--- config.mk ---
export PLATFORM = sky130hd
export DESIGN_NAME = mts_min_unit
export DESIGN_NICKNAME = d
export VERILOG_FILES = /design/src/rtl/core/mts_pkg.sv /design/src/rtl/core/mts_min_unit.sv
export SDC_FILE = /design/constraint.sdc
export NUM_CORES = 1
export LEC_CHECK = 0
export BUFFER_PORTS_ARGS = -buffer_cell sky130_fd_sc_hd__buf_2
export CAP_MARGIN = 15
export CORE_UTILIZATION = 42
export DETAILED_ROUTE_END_ITERATION = 6
export PLACE_DENSITY = 0.85
export SYNTH_ARGS = -nofsm -noshare
export SYNTH_HDL_FRONTEND = slang
export SYNTH_SLANG_ARGS = --single-unit
--- constraint.sdc ---
create_clock -name vclk -period 13.8
set_clock_uncertainty 0.05 [all_clocks]
set_input_delay 4.14 -clock vclk [all_inputs]
set_output_delay 4.14 -clock vclk [all_outputs]
set_load 0.02 [all_outputs]
--- src/rtl/core/mts_pkg.sv ---
// Shared types and constants for the minimum-tracking stack.
`timescale 1ns / 1ps

package mts_pkg;

    localparam int DEPTH  = 1024;
    localparam int ADDR_W = $clog2(DEPTH);
    localparam int CNT_W  = $clog2(DEPTH + 1);

    localparam logic signed [31:0] MIN_EMPTY = 32'sh7FFF_FFFF;

    localparam logic [1:0] MODE_PUSH  = 2'd0;
    localparam logic [1:0] MODE_POP   = 2'd1;
    localparam logic [1:0] MODE_QUERY = 2'd2;

    typedef struct packed {
        logic [1:0]         mode;
        logic signed [31:0] value;
    } t_in;

    typedef struct packed {
        logic signed [31:0] top_word;
        logic signed [31:0] min_word;
        logic               empty_flag;
        logic               full_flag;
        logic               dropped;
    } t_out;

    typedef enum logic [2:0] {
        ST_IDLE,
        ST_EXEC,
        ST_TOP,
        ST_SCAN,
        ST_SCAN_END,
        ST_RESULT
    } t_state;

endpackage

--- src/rtl/core/mts_min_unit.sv ---
// Shared signed compare unit: passes on the lesser of two words.
`timescale 1ns / 1ps

module mts_min_unit
    import mts_pkg::*;
(
    input  logic signed [31:0] i_a,
    input  logic signed [31:0] i_b,
    output logic signed [31:0] o_lesser
);

    assign o_lesser = (i_a < i_b) ? i_a : i_b;

endmodule

==> results of run 1 <==
[per-layer routing]
| metal | global-route usage (%) | share of wire (%) |
|---|---|---|
| met1 | 20.2 | 41 |
| met2 | 39.2 | 52 |
| met3 | 1.17 | 6.5 |
| met4 | 1.43 | 0.49 |
| met5 | 0 | 0 |
[logic make-up (layout without fill, tap and decap cells)]
group | count (synthesis) | count (layout) | share of synthesized area (%)
AOI/OAI and AO/OA | 26 | 26 | 15.0
adders and majority gates | 31 | 31 | 32.3
and+or+nand+nor | 23 | 23 | 9.80
muxes | 32 | 32 | 30.0
buffers and inverters | 35 | 129 | 12.8
[worst max path at each step]
stage	start	endpoint	slack, ns	depth (start not counted)
floorplan	i_b[25]	o_lesser[29]	3.38	9
global placement	i_a[25]	o_lesser[5]	2.60	10
detailed placement	i_b[25]	o_lesser[11]	2.53	11
CTS	i_b[25]	o_lesser[11]	2.52	11
global route	i_b[17]	o_lesser[11]	2.32	11
finish	i_a[25]	o_lesser[11]	2.54	10
[power breakdown]
part / switching [uW] / leakage [uW] / internal, uW
Combinational: 45.3 / 0.00103 / 39.5
Sequential: 0 / 0 / 0
Clock: 0 / 0 / 0
Total: 45.3 / 0.00103 / 39.5
[area by class of cell]
class	count	share of cell area (%)
multi-input cells	112	61.8
well taps	31	2.29
inverters	32	7.10
repair buffers	97	28.8
[metrics by stage]
| step | setup slack [ns] | instances |
|---|---|---|
| 6_report | 2.54 | 272 |
| 2_1_floorplan | 3.38 | 147 |
| 3_3_place_gp | 2.60 | 272 |
| 4_1_cts | 2.52 | 272 |
| 3_5_place_dp | 2.53 | 272 |
| 5_1_grt | 2.32 | 272 |
[worst max-delay path, stage by stage]
cell	delay [ns]
buf_2	0.10
ha_1	0.30
a21o_1	0.18
a221o_1	0.32
a211oi_2	0.26
o22ai_1	0.16
a211oi_4	0.71
buf_4	0.37
mux2_2	0.37
buf_2	0.16
[layout by cell type (no fill, tap or decap), drive strengths merged]
cell type,count
a211o,2
a211oi,2
a21o,2
a21oi,12
a221o,1
a221oi,1
a31oi,1
and2,2
and4,2
buf,97
ha,31
inv,32
mux2,32
nand2,7
nand2b,1
nand3,3
nand4,3
nor2,4
o21ai,3
o221ai,1
o22ai,1
or3,1
==> metrics.cfg, run 1 <==
[status]
status = finished, final reports clean

[global_routing]
grt_pass1_vias = 1318
grt_pass1_wl_mm = 4.92
antenna_found_initial = 0
grt_max_degree = 17
grt-ovfl-total = 0
groute.usage.overall_pct = 18.5

[setup_path]
worstSetupStartpointType = primary input
crit_path_end_kind = output port
crit_fanout = 16
critPathKind = in -> out
cp.arrival_ns = 7.07
crit_required_ns = 9.61

[layout]
nClkBuffers = 0
antennaDiodeCount = 0
seq_area_um2 = 0
final_area_mm2 = 0.00169
design.seq.count = 0
fill_cells = 262
area_growth_pct = 41.1
multiInputGateArea_mm2 = 0.00105
drive_gt1_share_pct = 53.5
final_util_pct = 61.9
final_nets = 338

[yosys]
ys_top_cells_by_count = inv_1, ha_1, mux2_2
synth_cell_type_count = 24
yosys.area.top_type = ha_1
ys_warn_count = 0
synth_nets = 242
synth-seq-area-share_pct = 0
syn-cell-area_mm2 = 0.00120
netlist_instances = 147
synth_top_area_share_pct = 32.3
yosys.cell_count.top_type = inv_1
yosys-top-cells-area = ha_1, mux2_2, inv_1, a21oi_1, buf_6
avgSynthCellArea_um2 = 8.16

[floorplan]
die_w_um = 55.5
start_util_pct = 43.9
die_area_mm2 = 0.00307
ios = 96
num_rows = 19
die_h_um = 55.5
coreArea_mm2 = 0.00273

[power]
ir_drop_v = 0.0000322
leakagePower_uw = 0.00103
pwr_density_cell_mw_per_mm2 = 50.1
p_total_uw = 84.8

[clock_network]
postCtsHoldBufs = 0
cts_resized = 0
post_cts_buffers = 0

[timing]
hold_ws_ns = 8.57
rsz0062_at_grt = false
min_period_over_period_pct = 81.6
slew_headroom_pct = 46.3
min_period_ns = 11.26
worst_pin_slew_ns = 0.803
drv_slew = 0
setup_viol = 0
hold_viol_final = 0
fin_tns_setup_ns = 0
fmax_mhz = 88.8

[drt]
drt_iter0_drc = 28
vias = 1371
ant_nets = 0
avgViaCountPerCell = 5.04
drc_errors = 0
dr.pass1.iters = 4
routedWlPerCell_um = 10.5
totalWireLength_mm = 2.85

[placement]
gp_congestion = 0.731
place_area_mm2 = 0.00169
io_buffers = 96
hpwl_mm = 2.61

[flow_run]
max-cap-violations = 0

[worst_hold_path]
hp-class = in -> out
whs_path_depth = 3
hold_path_end = o_lesser[29]
min_from = i_b[29]

Power figures use the tool's default switching activity.
==> inputs of run 2 (changes only) <==
ABC_AREA = 1   (was not set)
CORE_UTILIZATION = 40   (was 42)
PLACE_DENSITY = 0.81   (was 0.85)
clock period = 10 ns   (was 13.8 ns; I/O delays follow)
==> run 2 against run 1 <==
Final cell count rose by 38%. Synthesized cell count up 67%. Critical path depth rose by 4. Combinational power increased by 66%. Via count is 36% higher. Sequential share of layout area stayed put. Count of clock-buffer cells in the layout unchanged. Total power grew 67%. Non-clock buffer count increased by 1. Core utilization decreased by 3.2 points. Die area grew 19%.
==> metrics.cfg, run 2 <==
[status]
status = finished, final reports clean

[floorplan]
num_rows = 20  ; +1
start_util_pct = 43.4  ; -0.52 points
die_w_um = 60.5  ; +9.1%
die_area_mm2 = 0.00366  ; +19%
die_h_um = 60.5  ; +9.1%
ios = 96  ; unchanged
coreArea_mm2 = 0.00315  ; +15%

[yosys]
yosys-top-cells-area = ha_1, nand3_1, nand2_1, inv_1, a21oi_1
synth-seq-area-share_pct = 0  ; unchanged
synth_cell_type_count = 15  ; -38%
ys_top_cells_by_count = nand3_1, nand2_1, inv_1
synth_top_area_share_pct = 28.4  ; -4.0 points
yosys.area.top_type = ha_1
yosys.cell_count.top_type = nand3_1
syn-cell-area_mm2 = 0.00137  ; +14%
avgSynthCellArea_um2 = 5.56  ; -32%
netlist_instances = 246  ; +67%
ys_warn_count = 0  ; unchanged
synth_nets = 341  ; +41%

[drt]
ant_nets = 0  ; unchanged
avgViaCountPerCell = 4.95  ; -1.7%
drc_errors = 0  ; unchanged
routedWlPerCell_um = 9.91  ; -5.4%
dr.pass1.iters = 4  ; unchanged
drt_iter0_drc = 51  ; +82%
totalWireLength_mm = 3.73  ; +31%
vias = 1863  ; +36%

[timing]
fmax_mhz = 123
fin_tns_setup_ns = 0  ; unchanged
setup_viol = 0  ; unchanged
fin_ws_ns = 1.87  ; -0.666 ns
drv_slew = 0  ; unchanged
min_period_over_period_pct = 81.3
slew_headroom_pct = 62.0  ; +16 points
min_period_ns = 8.13
rsz0062_at_grt = false
worst_pin_slew_ns = 0.568  ; -0.235 ns
hold_viol_final = 0  ; unchanged
hold_ws_ns = 6.30  ; -2.27 ns

[layout]
fill_cells = 349  ; +33%
final_cell_mix = buf_2, nand3_1, nand2_1
seq_area_um2 = 0  ; unchanged
nClkBuffers = 0  ; unchanged
design.seq.count = 0  ; unchanged
drive_gt1_share_pct = 30.7  ; -23 points
final_area_mm2 = 0.00185  ; +9.4%
final_nets = 429  ; +27%
final_common_cell = buf_2
multiInputGateArea_mm2 = 0.00112  ; +7.4%
area_growth_pct = 35.4
antennaDiodeCount = 0  ; unchanged

[placement]
place_area_mm2 = 0.00181  ; +6.9%
hpwl_mm = 2.94  ; +12%
gp_congestion = 0.743  ; +1.7%
dp_slack_ns = 1.43  ; -1.10 ns
io_buffers = 96  ; unchanged

[global_routing]
grt_pass1_vias = 1552  ; +18%
groute.usage.overall_pct = 20.1  ; +1.6 points
grt-ovfl-total = 0  ; unchanged
grt_pass1_wl_mm = 5.98  ; +21%
grt_max_degree = 32  ; +15
antenna_found_initial = 0  ; unchanged

[worst_hold_path]
hp-class = in -> out

[setup_path]
crit_fanout = 21  ; +5
worstSetupStartpointType = primary input
crit_path_end_kind = output port
cp.arrival_ns = 5.08  ; -1.99 ns
crit_required_ns = 6.95  ; -2.66 ns
critPathKind = in -> out

[power]
p_total_uw = 141  ; +67%
pwr_density_cell_mw_per_mm2 = 76.3  ; +52%
leakagePower_uw = 0.00126  ; +23%
ir_drop_v = 0.0000363  ; +13%

[clock_network]
cts_resized = 0  ; unchanged
postCtsHoldBufs = 0  ; unchanged
post_cts_buffers = 0  ; unchanged

[flow_run]
max-cap-violations = 0  ; unchanged

run 2: cell families after synthesis:
kind of cell / count (synthesis) / share of synthesized area (%)
AOI/OAI and AO/OA: 20 / 7.59
adders and majority gates: 31 / 28.4
buffers and inverters: 52 / 17.8
and+or+nand+nor: 143 / 46.2
run 2: worst max-delay path, stage by stage:
cell and delay [ns]:
buf_2 0.11, ha_1 0.30, a21oi_1 0.16, nor2_1 0.06
nor3_1 0.16, nand2_1 0.09, nand2_1 0.06, nand2_1 0.05
nand2_1 0.10, nand3_1 0.37, buf_8 0.31, nand3_1 0.10
nand2_1 0.06, buf_2 0.16
run 2: area by class of cell:
| class | count | share of cell area, % |
|---|---|---|
| tap | 44 | 2.97 |
| multi-input combinational | 194 | 60.7 |
| timing repair buffer | 98 | 28.2 |
| inverter | 40 | 8.11 |
run 2: worst paths after layout:
check,start,end,cells after the start
min,i_b[27],o_lesser[27],4
max,i_a[5],o_lesser[16],14
run 2: per-stage QoR:
step,std cells,utilization (%)
floorplan,246,-
global placement,374,57.4
detailed placement,374,57.4
CTS,374,57.4
global route,376,58.7
finish,376,58.7
run 2: metal layers:
| metal | global-route usage [%] | share of wire, % | vias up |
|---|---|---|---|
| li1 | - | - | 984 |
| met4 | 0 | 0 | 0 |
| met1 | 24.9 | 46 | 808 |
| met2 | 40.8 | 48 | 71 |
| met3 | 0.213 | 6.3 | 0 |
| met5 | 0 | 0 | - |
run 2: power breakdown:
group          switching, uW  internal, uW  total [uW]
Clock                      0             0           0
Combinational           87.8          53.4         141
Sequential                 0             0           0
